$ cat src/rtl/core/gdo_pkg.sv
package gdo_pkg;

  localparam int YEAR_W      = 14;
  localparam int MONTH_W     = 4;
  localparam int DAY_W       = 5;
  localparam int OFFSET_BITS = 23;
  localparam int MAX_YEAR    = 9999;
  localparam int MONTHS      = 12;

  // days from 0000-01-01 to the start of any 14-bit year fit here
  localparam int YS_W  = 23;
  localparam int DN_W  = ((OFFSET_BITS > YS_W) ? OFFSET_BITS : YS_W) + 2;
  localparam int CUM_W = 9;
  localparam int BIT_W = $clog2(YEAR_W);

  // x / 100 as (x * 5243) >> 19, exact for any 14-bit x
  localparam int DIV100_MUL = 5243;
  localparam int DIV100_SH  = 19;
  localparam int PROD_W     = YEAR_W + 13;

  localparam logic [DAY_W-1:0] MONTH_LEN [0:12] = '{
    5'd0, 5'd31, 5'd28, 5'd31, 5'd30, 5'd31, 5'd30,
    5'd31, 5'd31, 5'd30, 5'd31, 5'd30, 5'd31
  };

  localparam logic [CUM_W-1:0] CUM_DAYS [0:12] = '{
    9'd0, 9'd0, 9'd31, 9'd59, 9'd90, 9'd120, 9'd151,
    9'd181, 9'd212, 9'd243, 9'd273, 9'd304, 9'd334
  };

  typedef enum logic [1:0] {
    STS_OK       = 2'd0,
    STS_BAD_DATE = 2'd1,
    STS_RANGE    = 2'd2
  } status_t;

  typedef enum logic [3:0] {
    ST_IDLE,
    ST_CHECK,
    ST_YS_A,
    ST_SUM_A,
    ST_YS_B,
    ST_DIFF,
    ST_SHIFT,
    ST_RANGE,
    ST_SEARCH,
    ST_REM,
    ST_MONTH,
    ST_DONE
  } ctl_state_t;

  typedef enum logic [3:0] {
    OP_IDLE,
    OP_CHECK,
    OP_YS_A,
    OP_SUM_A,
    OP_YS_B,
    OP_DIFF,
    OP_SHIFT,
    OP_RANGE,
    OP_SEARCH,
    OP_REM,
    OP_MONTH,
    OP_EMIT,
    OP_WAIT
  } dp_op_t;

  typedef struct packed {
    logic accepted;
    logic is_diff;
    logic bad_date;
    logic out_of_range;
    logic search_last;
    logic month_done;
    logic out_free;
  } dp_sts_t;

  function automatic logic [YEAR_W-1:0] div100_f(input logic [YEAR_W-1:0] x);
    logic [PROD_W-1:0] prod;
    prod = PROD_W'(x) * PROD_W'(DIV100_MUL);
    return YEAR_W'(prod >> DIV100_SH);
  endfunction

  function automatic logic leap_f(input logic [YEAR_W-1:0] y);
    logic [YEAR_W-1:0] q;
    logic [YEAR_W-1:0] r;
    q = div100_f(y);
    r = y - q * YEAR_W'(100);
    return ((y[1:0] == 2'b00) && (r != '0)) || ((r == '0) && (q[1:0] == 2'b00));
  endfunction

  function automatic logic [DAY_W-1:0] month_len_f(input logic [MONTH_W-1:0] m,
                                                    input logic leap);
    logic [DAY_W-1:0] d;
    d = '0;
    if ((m >= MONTH_W'(1)) && (m <= MONTH_W'(MONTHS))) begin
      d = MONTH_LEN[m];
      if ((m == MONTH_W'(2)) && leap) begin
        d = DAY_W'(29);
      end
    end
    return d;
  endfunction

  function automatic logic date_valid_f(input logic [YEAR_W-1:0] y,
                                        input logic [MONTH_W-1:0] m,
                                        input logic [DAY_W-1:0] d);
    return (y <= YEAR_W'(MAX_YEAR)) && (m >= MONTH_W'(1)) && (m <= MONTH_W'(MONTHS)) &&
           (d >= DAY_W'(1)) && (d <= month_len_f(m, leap_f(y)));
  endfunction

  // days from 0000-01-01 to january 1st of year y
  function automatic logic [YS_W-1:0] year_start_f(input logic [YEAR_W-1:0] y);
    logic [YEAR_W-1:0] p;
    logic [YEAR_W-1:0] q4;
    logic [YEAR_W-1:0] q100;
    logic [YEAR_W-1:0] q400;
    logic [YS_W-1:0]   s;
    p    = y - YEAR_W'(1);
    q4   = p >> 2;
    q100 = div100_f(p);
    q400 = div100_f(q4);
    s    = YS_W'(y) * YS_W'(365) + YS_W'(q4) - YS_W'(q100) + YS_W'(q400) + YS_W'(1);
    if (y == '0) begin
      s = '0;
    end
    return s;
  endfunction

  function automatic logic [CUM_W-1:0] cum_days_f(input logic [MONTH_W-1:0] m,
                                                   input logic leap);
    logic [CUM_W-1:0] c;
    c = '0;
    if (m <= MONTH_W'(MONTHS)) begin
      c = CUM_DAYS[m] + CUM_W'((leap && (m > MONTH_W'(2))) ? 1 : 0);
    end
    return c;
  endfunction

  function automatic logic [DN_W-1:0] day_num_f(input logic [YS_W-1:0] ys,
                                                 input logic [MONTH_W-1:0] m,
                                                 input logic [DAY_W-1:0] d,
                                                 input logic leap);
    return DN_W'(ys) + DN_W'(cum_days_f(m, leap)) + DN_W'(d) - DN_W'(1);
  endfunction

  localparam logic [DN_W-1:0] MAX_DAY_NUM =
    DN_W'(year_start_f(YEAR_W'(MAX_YEAR))) +
    (leap_f(YEAR_W'(MAX_YEAR)) ? DN_W'(365) : DN_W'(364));

  localparam logic signed [DN_W-1:0] CNT_MAX = DN_W'((1 << (OFFSET_BITS - 1)) - 1);
  localparam logic signed [DN_W-1:0] CNT_MIN = DN_W'(-(1 << (OFFSET_BITS - 1)));

endpackage

$ cat src/rtl/core/gdo_if.sv
interface gdo_in_if;
  logic                                 valid;
  logic                                 ready;
  logic                                 cmd;
  logic [gdo_pkg::YEAR_W-1:0]           year;
  logic [gdo_pkg::MONTH_W-1:0]          month;
  logic [gdo_pkg::DAY_W-1:0]            day;
  logic signed [gdo_pkg::OFFSET_BITS-1:0] offset;
  logic [gdo_pkg::YEAR_W-1:0]           other_year;
  logic [gdo_pkg::MONTH_W-1:0]          other_month;
  logic [gdo_pkg::DAY_W-1:0]            other_day;

  modport source (
    output valid, cmd, year, month, day, offset, other_year, other_month, other_day,
    input  ready
  );

  modport sink (
    input  valid, cmd, year, month, day, offset, other_year, other_month, other_day,
    output ready
  );
endinterface

interface gdo_out_if;
  logic                                   valid;
  logic                                   ready;
  logic [gdo_pkg::YEAR_W-1:0]             result_year;
  logic [gdo_pkg::MONTH_W-1:0]            result_month;
  logic [gdo_pkg::DAY_W-1:0]              result_day;
  logic signed [gdo_pkg::OFFSET_BITS-1:0] day_count;
  logic [1:0]                             status;

  modport source (
    output valid, result_year, result_month, result_day, day_count, status,
    input  ready
  );

  modport sink (
    input  valid, result_year, result_month, result_day, day_count, status,
    output ready
  );
endinterface

$ cat src/rtl/core/gdo_ctrl.sv
module gdo_ctrl (
  input  logic             clk,
  input  logic             rst_n,
  input  gdo_pkg::dp_sts_t sts,
  output gdo_pkg::dp_op_t  op
);

  gdo_pkg::ctl_state_t state_r;
  gdo_pkg::ctl_state_t state_nxt;

  always_ff @(posedge clk) begin
    if (!rst_n) begin
      state_r <= gdo_pkg::ST_IDLE;
    end else begin
      state_r <= state_nxt;
    end
  end

  always_comb begin
    state_nxt = state_r;
    unique case (state_r)
      gdo_pkg::ST_IDLE: begin
        if (sts.accepted) state_nxt = gdo_pkg::ST_CHECK;
      end
      gdo_pkg::ST_CHECK: begin
        state_nxt = sts.bad_date ? gdo_pkg::ST_DONE : gdo_pkg::ST_YS_A;
      end
      gdo_pkg::ST_YS_A:  state_nxt = gdo_pkg::ST_SUM_A;
      gdo_pkg::ST_SUM_A: begin
        state_nxt = sts.is_diff ? gdo_pkg::ST_YS_B : gdo_pkg::ST_SHIFT;
      end
      gdo_pkg::ST_YS_B:  state_nxt = gdo_pkg::ST_DIFF;
      gdo_pkg::ST_DIFF:  state_nxt = gdo_pkg::ST_DONE;
      gdo_pkg::ST_SHIFT: state_nxt = gdo_pkg::ST_RANGE;
      gdo_pkg::ST_RANGE: begin
        state_nxt = sts.out_of_range ? gdo_pkg::ST_DONE : gdo_pkg::ST_SEARCH;
      end
      gdo_pkg::ST_SEARCH: begin
        if (sts.search_last) state_nxt = gdo_pkg::ST_REM;
      end
      gdo_pkg::ST_REM: state_nxt = gdo_pkg::ST_MONTH;
      gdo_pkg::ST_MONTH: begin
        if (sts.month_done) state_nxt = gdo_pkg::ST_DONE;
      end
      gdo_pkg::ST_DONE: begin
        if (sts.out_free) state_nxt = gdo_pkg::ST_IDLE;
      end
      default: state_nxt = gdo_pkg::ST_IDLE;
    endcase
  end

  always_comb begin
    op = gdo_pkg::OP_WAIT;
    unique case (state_r)
      gdo_pkg::ST_IDLE:   op = gdo_pkg::OP_IDLE;
      gdo_pkg::ST_CHECK:  op = gdo_pkg::OP_CHECK;
      gdo_pkg::ST_YS_A:   op = gdo_pkg::OP_YS_A;
      gdo_pkg::ST_SUM_A:  op = gdo_pkg::OP_SUM_A;
      gdo_pkg::ST_YS_B:   op = gdo_pkg::OP_YS_B;
      gdo_pkg::ST_DIFF:   op = gdo_pkg::OP_DIFF;
      gdo_pkg::ST_SHIFT:  op = gdo_pkg::OP_SHIFT;
      gdo_pkg::ST_RANGE:  op = gdo_pkg::OP_RANGE;
      gdo_pkg::ST_SEARCH: op = gdo_pkg::OP_SEARCH;
      gdo_pkg::ST_REM:    op = gdo_pkg::OP_REM;
      gdo_pkg::ST_MONTH:  op = gdo_pkg::OP_MONTH;
      gdo_pkg::ST_DONE:   op = sts.out_free ? gdo_pkg::OP_EMIT : gdo_pkg::OP_WAIT;
      default:            op = gdo_pkg::OP_WAIT;
    endcase
  end

  a_accept_to_check: assert property (@(posedge clk) disable iff (!rst_n)
    (state_r == gdo_pkg::ST_IDLE) && sts.accepted |=> (state_r == gdo_pkg::ST_CHECK))
    else $error("accepted item did not start checking");

  a_range_err_done: assert property (@(posedge clk) disable iff (!rst_n)
    (state_r == gdo_pkg::ST_RANGE) && sts.out_of_range |=> (state_r == gdo_pkg::ST_DONE))
    else $error("out of range date went on to the year search");

  a_month_done: assert property (@(posedge clk) disable iff (!rst_n)
    (state_r == gdo_pkg::ST_MONTH) && sts.month_done |=> (state_r == gdo_pkg::ST_DONE))
    else $error("month walk did not finish");

endmodule

$ cat src/rtl/core/gdo_dp.sv
module gdo_dp (
  input  logic             clk,
  input  logic             rst_n,
  input  gdo_pkg::dp_op_t  op,
  output gdo_pkg::dp_sts_t sts,
  gdo_in_if.sink           in_ch,
  gdo_out_if.source        out_ch
);

  logic                                   cmd_r;
  logic [gdo_pkg::YEAR_W-1:0]             y_r;
  logic [gdo_pkg::MONTH_W-1:0]            m_r;
  logic [gdo_pkg::DAY_W-1:0]              d_r;
  logic signed [gdo_pkg::OFFSET_BITS-1:0] off_r;
  logic [gdo_pkg::YEAR_W-1:0]             oy_r;
  logic [gdo_pkg::MONTH_W-1:0]            om_r;
  logic [gdo_pkg::DAY_W-1:0]              od_r;

  gdo_pkg::status_t                       status_r;
  logic [gdo_pkg::YS_W-1:0]               ys_r;
  logic                                   leap_r;
  logic signed [gdo_pkg::DN_W-1:0]        a_r;
  logic signed [gdo_pkg::OFFSET_BITS-1:0] cnt_r;
  logic [gdo_pkg::YEAR_W-1:0]             yy_r;
  logic [gdo_pkg::MONTH_W-1:0]            mm_r;
  logic [gdo_pkg::BIT_W-1:0]              bit_r;

  logic                                   out_valid_r;
  logic [gdo_pkg::YEAR_W-1:0]             out_year_r;
  logic [gdo_pkg::MONTH_W-1:0]            out_month_r;
  logic [gdo_pkg::DAY_W-1:0]              out_day_r;
  logic signed [gdo_pkg::OFFSET_BITS-1:0] out_cnt_r;
  gdo_pkg::status_t                       out_status_r;

  logic                                   accept;
  logic [gdo_pkg::YEAR_W-1:0]             cand;
  logic [gdo_pkg::YS_W-1:0]               cand_start;
  logic signed [gdo_pkg::DN_W-1:0]        b_num;
  logic signed [gdo_pkg::DN_W-1:0]        diff;
  logic [gdo_pkg::DAY_W-1:0]              dim_cur;

  assign in_ch.ready = rst_n && (op == gdo_pkg::OP_IDLE);
  assign accept      = in_ch.valid && in_ch.ready;

  // bit-by-bit search for the last year starting on or before a_r
  assign cand       = yy_r | (gdo_pkg::YEAR_W'(1) << bit_r);
  assign cand_start = gdo_pkg::year_start_f(cand);

  assign b_num   = $signed(gdo_pkg::day_num_f(ys_r, om_r, od_r, leap_r));
  assign diff    = a_r - b_num;
  assign dim_cur = gdo_pkg::month_len_f(mm_r, leap_r);

  always_comb begin
    sts.accepted     = accept;
    sts.is_diff      = cmd_r;
    sts.bad_date     = !gdo_pkg::date_valid_f(y_r, m_r, d_r) ||
                       (cmd_r && !gdo_pkg::date_valid_f(oy_r, om_r, od_r));
    sts.out_of_range = (a_r < 0) || (a_r > $signed(gdo_pkg::MAX_DAY_NUM));
    sts.search_last  = (bit_r == '0);
    sts.month_done   = (mm_r >= gdo_pkg::MONTH_W'(gdo_pkg::MONTHS)) ||
                       (a_r < $signed(gdo_pkg::DN_W'(dim_cur)));
    sts.out_free     = !out_valid_r || out_ch.ready;
  end

  always_ff @(posedge clk) begin
    unique case (op)
      gdo_pkg::OP_IDLE: begin
        if (accept) begin
          cmd_r    <= in_ch.cmd;
          y_r      <= in_ch.year;
          m_r      <= in_ch.month;
          d_r      <= in_ch.day;
          off_r    <= in_ch.offset;
          oy_r     <= in_ch.other_year;
          om_r     <= in_ch.other_month;
          od_r     <= in_ch.other_day;
          status_r <= gdo_pkg::STS_OK;
          cnt_r    <= '0;
          yy_r     <= '0;
          mm_r     <= gdo_pkg::MONTH_W'(1);
          bit_r    <= gdo_pkg::BIT_W'(gdo_pkg::YEAR_W - 1);
        end
      end
      gdo_pkg::OP_CHECK: begin
        if (sts.bad_date) status_r <= gdo_pkg::STS_BAD_DATE;
      end
      gdo_pkg::OP_YS_A: begin
        ys_r   <= gdo_pkg::year_start_f(y_r);
        leap_r <= gdo_pkg::leap_f(y_r);
      end
      gdo_pkg::OP_SUM_A: begin
        a_r <= $signed(gdo_pkg::day_num_f(ys_r, m_r, d_r, leap_r));
      end
      gdo_pkg::OP_YS_B: begin
        ys_r   <= gdo_pkg::year_start_f(oy_r);
        leap_r <= gdo_pkg::leap_f(oy_r);
      end
      gdo_pkg::OP_DIFF: begin
        if ((diff > gdo_pkg::CNT_MAX) || (diff < gdo_pkg::CNT_MIN)) begin
          status_r <= gdo_pkg::STS_RANGE;
        end else begin
          cnt_r <= diff[gdo_pkg::OFFSET_BITS-1:0];
        end
      end
      gdo_pkg::OP_SHIFT: begin
        a_r <= a_r + gdo_pkg::DN_W'(off_r);
      end
      gdo_pkg::OP_RANGE: begin
        if (sts.out_of_range) status_r <= gdo_pkg::STS_RANGE;
      end
      gdo_pkg::OP_SEARCH: begin
        if ($signed(gdo_pkg::DN_W'(cand_start)) <= a_r) yy_r <= cand;
        bit_r <= bit_r - gdo_pkg::BIT_W'(1);
      end
      gdo_pkg::OP_REM: begin
        a_r    <= a_r - $signed(gdo_pkg::DN_W'(gdo_pkg::year_start_f(yy_r)));
        leap_r <= gdo_pkg::leap_f(yy_r);
      end
      gdo_pkg::OP_MONTH: begin
        if (!sts.month_done) begin
          a_r  <= a_r - $signed(gdo_pkg::DN_W'(dim_cur));
          mm_r <= mm_r + gdo_pkg::MONTH_W'(1);
        end
      end
      gdo_pkg::OP_EMIT: begin
        out_status_r <= status_r;
        if ((status_r == gdo_pkg::STS_OK) && cmd_r) begin
          out_cnt_r <= cnt_r;
        end else begin
          out_cnt_r <= '0;
        end
        if ((status_r == gdo_pkg::STS_OK) && !cmd_r) begin
          out_year_r  <= yy_r;
          out_month_r <= mm_r;
          out_day_r   <= a_r[gdo_pkg::DAY_W-1:0] + gdo_pkg::DAY_W'(1);
        end else begin
          out_year_r  <= '0;
          out_month_r <= '0;
          out_day_r   <= '0;
        end
      end
      gdo_pkg::OP_WAIT: begin
      end
      default: begin
      end
    endcase
  end

  always_ff @(posedge clk) begin
    if (!rst_n) begin
      out_valid_r <= 1'b0;
    end else if (op == gdo_pkg::OP_EMIT) begin
      out_valid_r <= 1'b1;
    end else if (out_ch.ready) begin
      out_valid_r <= 1'b0;
    end
  end

  assign out_ch.valid        = out_valid_r;
  assign out_ch.result_year  = out_year_r;
  assign out_ch.result_month = out_month_r;
  assign out_ch.result_day   = out_day_r;
  assign out_ch.day_count    = out_cnt_r;
  assign out_ch.status       = out_status_r;

  a_err_zero: assert property (@(posedge clk) disable iff (!rst_n)
    out_valid_r && (out_status_r != gdo_pkg::STS_OK) |->
      (out_year_r == '0) && (out_month_r == '0) && (out_day_r == '0) && (out_cnt_r == '0))
    else $error("error result carries nonzero fields");

  a_date_shape: assert property (@(posedge clk) disable iff (!rst_n)
    out_valid_r && (out_status_r == gdo_pkg::STS_OK) && (out_month_r != '0) |->
      (out_day_r != '0) && (out_month_r <= gdo_pkg::MONTH_W'(gdo_pkg::MONTHS)) &&
      (out_cnt_r == '0))
    else $error("shifted date malformed");

  a_search_nonneg: assert property (@(posedge clk) disable iff (!rst_n)
    (op == gdo_pkg::OP_SEARCH) |-> (a_r >= 0) && (status_r == gdo_pkg::STS_OK))
    else $error("year search on a rejected day number");

endmodule

$ cat src/rtl/core/gregorian_date_offset_and_difference_unit.sv
// channel  dir  handshake        payload
// in_ch    in   valid / ready    cmd, year, month, day, offset, other date
// out_ch   out  valid / ready    result date, day_count, status
//
// difference: check, year start, sum, other year start, diff, out register
// add: after the shift and range check, a 14-step year search through the
// year start unit and a walk of up to 11 months lead to the output register
// a bad input date goes from the check state straight to the done state
// the next item is taken once the result is in the output register
// rst_n is synchronous; a stalled result holds the unit in its last state
module gregorian_date_offset_and_difference_unit (
  input  logic      clk,
  input  logic      rst_n,
  gdo_in_if.sink    in_ch,
  gdo_out_if.source out_ch
);

  gdo_pkg::dp_op_t  op;
  gdo_pkg::dp_sts_t sts;

  gdo_ctrl u_ctrl (
    .clk   (clk),
    .rst_n (rst_n),
    .sts   (sts),
    .op    (op)
  );

  gdo_dp u_dp (
    .clk    (clk),
    .rst_n  (rst_n),
    .op     (op),
    .sts    (sts),
    .in_ch  (in_ch),
    .out_ch (out_ch)
  );

endmodule

$ cat src/flat_wrapper.sv
// flat-port wrapper written by rule: the top's interface ports become plain ports
module gregorian_date_offset_and_difference_unit_flat 
  (clk, rst_n, in_ch_valid, in_ch_cmd, in_ch_year, in_ch_month, in_ch_day, in_ch_offset, in_ch_other_year, in_ch_other_month, in_ch_other_day, in_ch_ready, out_ch_valid, out_ch_result_year, out_ch_result_month, out_ch_result_day, out_ch_day_count, out_ch_status, out_ch_ready);
  gdo_in_if in_ch_i ();
  gdo_out_if out_ch_i ();
  input  logic clk;
  input  logic rst_n;
  input wire logic [$bits(in_ch_i.valid)-1:0] in_ch_valid;
  input wire logic [$bits(in_ch_i.cmd)-1:0] in_ch_cmd;
  input wire logic [$bits(in_ch_i.year)-1:0] in_ch_year;
  input wire logic [$bits(in_ch_i.month)-1:0] in_ch_month;
  input wire logic [$bits(in_ch_i.day)-1:0] in_ch_day;
  input wire logic [$bits(in_ch_i.offset)-1:0] in_ch_offset;
  input wire logic [$bits(in_ch_i.other_year)-1:0] in_ch_other_year;
  input wire logic [$bits(in_ch_i.other_month)-1:0] in_ch_other_month;
  input wire logic [$bits(in_ch_i.other_day)-1:0] in_ch_other_day;
  output wire logic [$bits(in_ch_i.ready)-1:0] in_ch_ready;
  output wire logic [$bits(out_ch_i.valid)-1:0] out_ch_valid;
  output wire logic [$bits(out_ch_i.result_year)-1:0] out_ch_result_year;
  output wire logic [$bits(out_ch_i.result_month)-1:0] out_ch_result_month;
  output wire logic [$bits(out_ch_i.result_day)-1:0] out_ch_result_day;
  output wire logic [$bits(out_ch_i.day_count)-1:0] out_ch_day_count;
  output wire logic [$bits(out_ch_i.status)-1:0] out_ch_status;
  input wire logic [$bits(out_ch_i.ready)-1:0] out_ch_ready;
  assign in_ch_i.valid = in_ch_valid;
  assign in_ch_i.cmd = in_ch_cmd;
  assign in_ch_i.year = in_ch_year;
  assign in_ch_i.month = in_ch_month;
  assign in_ch_i.day = in_ch_day;
  assign in_ch_i.offset = in_ch_offset;
  assign in_ch_i.other_year = in_ch_other_year;
  assign in_ch_i.other_month = in_ch_other_month;
  assign in_ch_i.other_day = in_ch_other_day;
  assign in_ch_ready = in_ch_i.ready;
  assign out_ch_valid = out_ch_i.valid;
  assign out_ch_result_year = out_ch_i.result_year;
  assign out_ch_result_month = out_ch_i.result_month;
  assign out_ch_result_day = out_ch_i.result_day;
  assign out_ch_day_count = out_ch_i.day_count;
  assign out_ch_status = out_ch_i.status;
  assign out_ch_i.ready = out_ch_ready;
  gregorian_date_offset_and_difference_unit u_core (.clk(clk), .rst_n(rst_n), .in_ch(in_ch_i), .out_ch(out_ch_i));
endmodule
$ cat config.mk
export PLATFORM = sky130hd
export DESIGN_NAME = gregorian_date_offset_and_difference_unit_flat
export DESIGN_NICKNAME = d
export VERILOG_FILES = /design/src/rtl/core/gdo_pkg.sv /design/src/rtl/core/gdo_if.sv /design/src/rtl/core/gdo_ctrl.sv /design/src/rtl/core/gdo_dp.sv /design/src/rtl/core/gregorian_date_offset_and_difference_unit.sv /design/src/flat_wrapper.sv
export SDC_FILE = /design/constraint.sdc
export NUM_CORES = 2
export LEC_CHECK = 0
export ABC_CLOCK_PERIOD_IN_PS = 15900
export BUFFER_PORTS_ARGS = -buffer_cell sky130_fd_sc_hd__buf_2
export CAP_MARGIN = 5
export CORE_UTILIZATION = 40
export DETAILED_ROUTE_END_ITERATION = 6
export PLACE_DENSITY_LB_ADDON = 0.25
export SLEW_MARGIN = 20
export SYNTH_ARGS = -nofsm -noshare
export SYNTH_HDL_FRONTEND = slang
export SYNTH_SLANG_ARGS = --single-unit
$ cat constraint.sdc
create_clock -name clk -period 15.9 [get_ports clk]
set_input_delay 3.18 -clock clk [delete_from_list [all_inputs] [get_ports clk]]
set_output_delay 3.18 -clock clk [all_outputs]
set_load 0.01 [all_outputs]
# After elaboration in Yosys (flattened, before gate mapping)

Memory sizes are Yosys's and may differ from the RTL's.
Cells that the tools add are included.

Add/subtract/negate cells: 38
$mul: 18
$lt $le $gt $ge: 24
Equality and inequality tests: 36
Shifts and indexed selects: 1
Muxes and demuxes: 57
Bitwise logic cells: 4
Reductions and logical operators: 75

Operators with widths:

| kind                                                                              | number |
|---|---|
| 14-bit by 13-bit multiplier with 27-bit output, second input constant             | 7 |
| 23-bit 2-to-1 mux                                                                 | 7 |
| 12-bit by 13-bit multiplier with 25-bit output, second input constant             | 4 |
| 25-bit case mux with 4 select lines                                               | 1 |
| 14-bit zero test                                                                  | 7 |
| 4-bit case mux with 12 select lines                                               | 2 |
| 23-bit by 1-bit adder with 23-bit output, second input constant                   | 4 |
| 23-bit by 12-bit adder with 23-bit output                                         | 4 |
| 23-bit by 6-bit adder with 23-bit output                                          | 4 |
| 14-bit by 9-bit multiplier with 23-bit output, second input constant              | 4 |
| 23-bit case mux with 2 select lines                                               | 2 |
| 23-bit by 8-bit subtractor with 23-bit output                                     | 4 |
| 9-bit 2-to-1 mux                                                                  | 7 |
| 5-bit 2-to-1 mux                                                                  | 12 |
| 14-bit by 1-bit subtractor with 14-bit output, second input constant              | 4 |
| 24-bit by 5-bit adder with 25-bit output                                          | 2 |
| 25-bit by 23-bit greater-than comparator with 1-bit output, second input constant | 2 |
| 25-bit by 1-bit subtractor with 25-bit output, second input constant              | 2 |
| 23-bit by 9-bit adder with 24-bit output                                          | 2 |
| 14-bit nonzero test                                                               | 3 |
| 14-bit subtractor                                                                 | 3 |
| 8-bit by 5-bit multiplier with 12-bit output, second input constant               | 3 |
| 4-bit by 3-bit equality test with 1-bit output, second input constant             | 8 |
| 4-bit equality test, second input constant                                        | 8 |
| other kinds (49)                                                                  | 147 |

Flip-flop bits (word level): 219
ROM bits: 528
Input bits: 74
Output and inout bits: 50
Word-level logic and storage cells: 281
Memories kept: 5

Memories:

| name             | depth | width | rd ports | clocked after memory_dff | wr ports | RTL line       | RTL |
|---|---|---|---|---|---|---|---|
| (name not given) | 16    | 9     | 1        | 0                        | 0        | gdo_pkg.sv:135 | `c = CUM_DAYS[m] + CUM_W'((leap && (m > MONTH_W'(2))) ? 1 : 0);` |
| (name not given) | 16    | 9     | 1        | 0                        | 0        | gdo_pkg.sv:135 |  |
| (name not given) | 16    | 5     | 1        | 0                        | 0        | gdo_pkg.sv:97  | `d = MONTH_LEN[m];` |
| (name not given) | 16    | 5     | 1        | 0                        | 0        | gdo_pkg.sv:97  |  |
| (name not given) | 16    | 5     | 1        | 0                        | 0        | gdo_pkg.sv:97  |  |

# Depth between registers and ports, before layout

Depth in word-level cells: 16
Gate-level depth with buffers: 61
Gate-level depth less buffers: 61

# By module

A second synthesis with hierarchy kept.

Cells, all modules: 6977
Area, all modules: 67264.5 sq um

Modules (own cells, without submodules):

| module   | instances | cells an instance | area an instance (sq um) | seq. area each (sq um) |
|---|---|---|---|---|
| gdo_dp   | 1         | 6934              | 66935.4                  | 6446.2 |
| gdo_ctrl | 1         | 43                | 329.1                    | 80.1 |

# Least setup slack after synthesis

Ideal clock, no wire load.

Path type: register to register
From: reg u_core.u_dp.bit_r[0] (netlist bit)
To: reg u_core.u_dp.yy_r[0] (netlist bit) (enable)
Data arrival time: 13.924 ns
Path slack: 1.583 ns
Cell stages (with the launch flop): 59
Period minus slack after synthesis: 14.317 ns
Path through: edfxtp_1 > inv_1 > ha_1 > a21oi_1 > ha_1 > inv_1 > o21ai_1 > a21boi_1 > o2111ai_1 > a31oi_1 > xnor2_1 > inv_1 > fa_1 > inv_1 > ha_1 > fa_1 > fa_1 > inv_1 > [... 23 more ...] > o21ai_0 > a21oi_1 > a41o_1 > o41ai_1 > o31ai_1 > o41ai_1 > xor2_1 > nor2_1 > ha_1 > and3_1 > nand3_1 > nor4_1 > nor3_1 > nor2_1 > nor2_1 > o41ai_1 > nand2_1 > a31oi_1

Cells in the longest elaborated chain, start to end: 11
Elaborated cells on any way between the ends: 15

Ends and longest elaborated chain:

| item                                                                                                           | RTL line                       | RTL |
|---|---|---|
| from (decl)                                                                                                    | gdo_dp.sv:26                   | `logic [gdo_pkg::BIT_W-1:0] bit_r;` |
| from (signal assigned)                                                                                         | gdo_dp.sv:81                   | `bit_r <= gdo_pkg::BIT_W'(gdo_pkg::YEAR_W - 1);` |
| from (signal assigned)                                                                                         | gdo_dp.sv:113                  | `bit_r <= bit_r - gdo_pkg::BIT_W'(1);` |
| 1-bit by 4-bit << shifter with 14-bit output (*)                                                               | gdo_dp.sv:46                   | `assign cand = yy_r \| (gdo_pkg::YEAR_W'(1) << bit_r);` |
| 14-bit bitwise OR (*)                                                                                          | gdo_dp.sv:46                   |  |
| 14-bit by 9-bit multiplier with 23-bit output or 14-bit by 1-bit subtractor with 14-bit output (tied branches) | gdo_pkg.sv:123, gdo_pkg.sv:119 |  |
| 23-bit by 12-bit adder with 23-bit output or 14-bit by 13-bit multiplier with 27-bit output (tied branches)    | gdo_pkg.sv:123, gdo_pkg.sv:80  |  |
| 23-bit by 8-bit subtractor with 23-bit output                                                                  | gdo_pkg.sv:123                 | `s = YS_W'(y) * YS_W'(365) + YS_W'(q4) - YS_W'(q100) + YS_W'(q400) + YS_W'(1);` |
| 23-bit by 6-bit adder with 23-bit output                                                                       | gdo_pkg.sv:123                 |  |
| 23-bit by 1-bit adder with 23-bit output                                                                       | gdo_pkg.sv:123                 |  |
| 23-bit 2-to-1 mux (*)                                                                                          | gdo_pkg.sv:124                 | `if (y == '0) begin` |
| 24-bit by 25-bit less-or-equal comparator with 1-bit output (*)                                                | gdo_dp.sv:112                  | `if ($signed(gdo_pkg::DN_W'(cand_start)) <= a_r) yy_r <= cand;` |
| 2-bit != test (no source line) (*)                                                                             | --                             |  |
| 3-bit AND reduction (no source line) (*)                                                                       | --                             |  |
| to (signal assigned)                                                                                           | gdo_dp.sv:112                  |  |
| to (decl)                                                                                                      | gdo_dp.sv:24                   | `logic [gdo_pkg::YEAR_W-1:0] yy_r;` |

Every way passes the cells marked *; elsewhere a longest branch is shown, timed or not.
A chain may end at the register's enable or synchronous reset.

# Worst setup path after layout

From: reg u_core.u_dp.bit_r[0] (netlist bit)
To: reg u_core.u_dp.yy_r[3] (netlist bit) (enable)

Cells in the longest elaborated chain, start to end: 11
Elaborated cells on any way between the ends: 15

Ends and longest elaborated chain:

| item                                                                                                           | RTL line                       | RTL |
|---|---|---|
| 1-bit by 4-bit << shifter with 14-bit output (*)                                                               | gdo_dp.sv:46                   |  |
| 14-bit bitwise OR (*)                                                                                          | gdo_dp.sv:46                   |  |
| named net u_core.u_dp.cand (one bit)                                                                           | gdo_dp.sv:36                   | `logic [gdo_pkg::YEAR_W-1:0] cand;` |
| 14-bit by 9-bit multiplier with 23-bit output or 14-bit by 1-bit subtractor with 14-bit output (tied branches) | gdo_pkg.sv:123, gdo_pkg.sv:119 |  |
| 23-bit by 12-bit adder with 23-bit output or 14-bit by 13-bit multiplier with 27-bit output (tied branches)    | gdo_pkg.sv:123, gdo_pkg.sv:80  |  |
| 23-bit by 8-bit subtractor with 23-bit output                                                                  | gdo_pkg.sv:123                 |  |
| 23-bit by 6-bit adder with 23-bit output                                                                       | gdo_pkg.sv:123                 |  |
| 23-bit by 1-bit adder with 23-bit output                                                                       | gdo_pkg.sv:123                 |  |
| 23-bit 2-to-1 mux (*)                                                                                          | gdo_pkg.sv:124                 |  |
| 24-bit by 25-bit less-or-equal comparator with 1-bit output (*)                                                | gdo_dp.sv:112                  |  |
| 2-bit != test (no source line) (*)                                                                             | --                             |  |
| 3-bit AND reduction (no source line) (*)                                                                       | --                             |  |

Mark *: on every way through the listed nets, which the timed path passes. The rest lies on a longest branch.

==> reports/qor.yml <==
synth:
  synth_top_family_by_area: "adder cells"
  async_reset_ff_share_pct: 0
  synth_mux_area_share_pct: 0.247
  netlist.area_leader.share_pct: 30.2
  yosys.area_share.simple_pct: 6.90
  synthAdderAreaFrac_pct: 58.9
  synth_edf_count: 214
  synthCells: 6834
  ys_top_cells_by_count: "inv_1, ha_1, fa_1"
  synth_compound_area_share_pct: 8.44
  yosysUniqueCellTypes: 82
  netlist_area_um2: 66300
  yosys.area_share.xor_xnor_pct: 4.90
  syn_nets: 9461
  yosysSeqAreaShare_pct: 9.84
  synthTopCellsByArea: "ha_1, fa_1, inv_1"
  ys.flop_type: "edfxtp_1"
  syn_avg_cell_area_um2: 9.71
  ys_warn_count: 0
  ys_seq_elements: 219
  synth.most_common_cell: "inv_1"
  yosysTopAreaCell: "ha_1"
floorplanning:
  rows: 149
  ios: 124
  initial_core_util_pct: 40.3
  dieWidth_um: 409
  die_y_um: 409
  design.core.area_um2: 165000
  fp.dieArea_um2: 168000
clock_network:
  clk_pin_slew_ns: 0.06
  h-tree-depth: 1
  cts_buffers: 29
  clk_latency_ns: 0.67
  cts_hold_buf: 0
  clkSinkCount: 219
  clock-root-buffer: "clkbuf_16"
  clockBufferDepth: 3
  cts_tree: "built"
layout:
  area_growth_pct: 7.47
  finalInstanceArea_um2: 71300
  fin_nets: 9670
  final_cells: 9257
  drive_gt1_share_pct: 4.71
grt:
  grt_pass1_wl_um: 267000
  grt_overflow: 0
  grt_max_degree: 56
  antenna_found_initial: 6
  grt_pass1_vias: 49400
  grt_use_total_pct: 20.1
worst_setup_path:
  critPathMaxFanout: 14
  critPathLaunchType: "flop"
  slowest_delay_ns: 0.56
  arrival_ns: 15.26
  crit_path_end_kind: "flop"
  path_class: "reg2reg"
  slowest_stage: "fa_1"
  crit_required_ns: 16.24
  crit_family: "adder cells"
  crit_buf_inv: 11
placement:
  placed_cell_area_um2: 70300
  dp_hpwl_um: 143000
  pre_cts_slack_ns: 0.936
  port_buffers: 123
  dp_cells: 9198
  gp_congestion: 0.903
route:
  post_drt_wl_per_cell_um: 17.7
  drt-total-wl_um: 164000
  postRouteAntennaNets: 0
  vias_per_cell: 4.99
  vias: 46200
  dr.first_iter.drc_count: 2313
  firstDrtPassIters: 5
  drt_drc_violations_left: 0
sta:
  setup_viol: 0
  fin_setup_tns_ns: 0
  drv_slew: 0
  min_period_ns: 14.92
  fin_skew_ns: 0.0452
  slew_headroom_pct: 20.2
  min_period_over_period_pct: 93.8
  max_freq_mhz: 67.0
  finalHoldViolations: 0
  setup_ws_ns: 0.979
  worstMarginPinSlew_ns: 1.19
outcome:
  outcome: "complete, no violations"
hold_path:
  hp-class: "reg2reg"
job:
  drv_cap: 0
cell families after synthesis:
family / count (synthesis)
adders and majority gates: 2553
buffers and inverters: 1905
AOI/OAI and AO/OA: 848
muxes: 16
xor gates and xnor gates: 370
DFF: 219
and+or+nand+nor: 923
worst paths after layout:
path	from	to	slack, ns	cells after the start
worst max register to register	u_core.u_dp.bit_r[0]	u_core.u_dp.yy_r[3]	0.98	60
worst min register to register	u_core.u_dp.cnt_r[16]	u_core.u_dp.out_ch.day_count[16]	0.52	1
worst max-delay path	u_core.u_dp.bit_r[0]	u_core.u_dp.yy_r[3]	0.98	60
worst min-delay path	u_core.u_dp.cnt_r[16]	u_core.u_dp.out_ch.day_count[16]	0.52	1
what timing repair did:
item,CTS,global route
buffers inserted,0,3
endpoints found under the setup margin,0,14
resized for setup,0,2
metal layers:
layer	vias to the layer above	routed length [um]	track usage [%]
met1	22700	74600	26.9
met3	161	6700	2.03
met2	797	79800	35.2
met4	0	3240	3.33
met5	-	0	0
li1	22500	-	-
sequential cells by signal, indices dropped and copies added (netlist names), 14 cells and up:
register	cells
u_core.u_dp.out_ch.result_year	14
u_core.u_dp.ys_r	23
u_core.u_dp.off_r	23
u_core.u_dp.out_ch.day_count	23
u_core.u_dp.y_r	14
u_core.u_dp.yy_r	14
u_core.u_dp.a_r	25
u_core.u_dp.cnt_r	23
u_core.u_dp.oy_r	14
cells in the final DEF (no fill, tap or decap), types with 14 or more instances in the layout:
cell and instances:
o211ai_1 14, and3_1 17, o21ai_0 158, nor2b_1 61
or2_2 22, clkbuf_16 29, nor3_1 74, o21a_1 53
inv_1 1859, or4_1 15, nor2_1 256, ha_1 1602
or3_1 28, a211oi_1 32, a21oi_1 199, o21bai_1 22
a31oi_1 39, buf_2 123, buf_4 99, edfxtp_1 214
o22ai_1 30, nand4_1 36, a21o_1 112, nand2_1 196
fa_1 951, nor4_1 19, nand3_1 75, xnor2_1 238
nand2b_1 38, and2_1 44, xor2_1 128, a22oi_1 27
worst reg2reg max path: cells and delay by family, from the launching register on:
kind / cells / cell delay [ns]
and+or+nand+nor: 12 / 2.01
DFF: 1 / 0.46
AOI/OAI and AO/OA: 21 / 4.78
muxes: 1 / 0.15
xor gates and xnor gates: 2 / 0.36
adders and majority gates: 13 / 5.53
buffers and inverters: 11 / 1.30
stage by stage:
step,hold WS (ns),util [%]
finish,0.522,43.3
global route,0.543,43.3
CTS,0.519,43.2
detailed placement,0.506,42.7
global placement,0.503,42.7
floorplan,0.467,-
cell type report:
type                       instances  area [um2]
timing repair buffer             222        1360
clock inverter                    23         210
inverter                        1861        6990
tap                             2189        2740
clock buffer                      31         733
fill                           16100       93500
sequential                       219        6530
multi-input combinational       4710       52700
antenna                            2        5.00
Power is not shown: default switching activity piles up to over one toggle a cycle in this logic, so the estimate is an artifact.
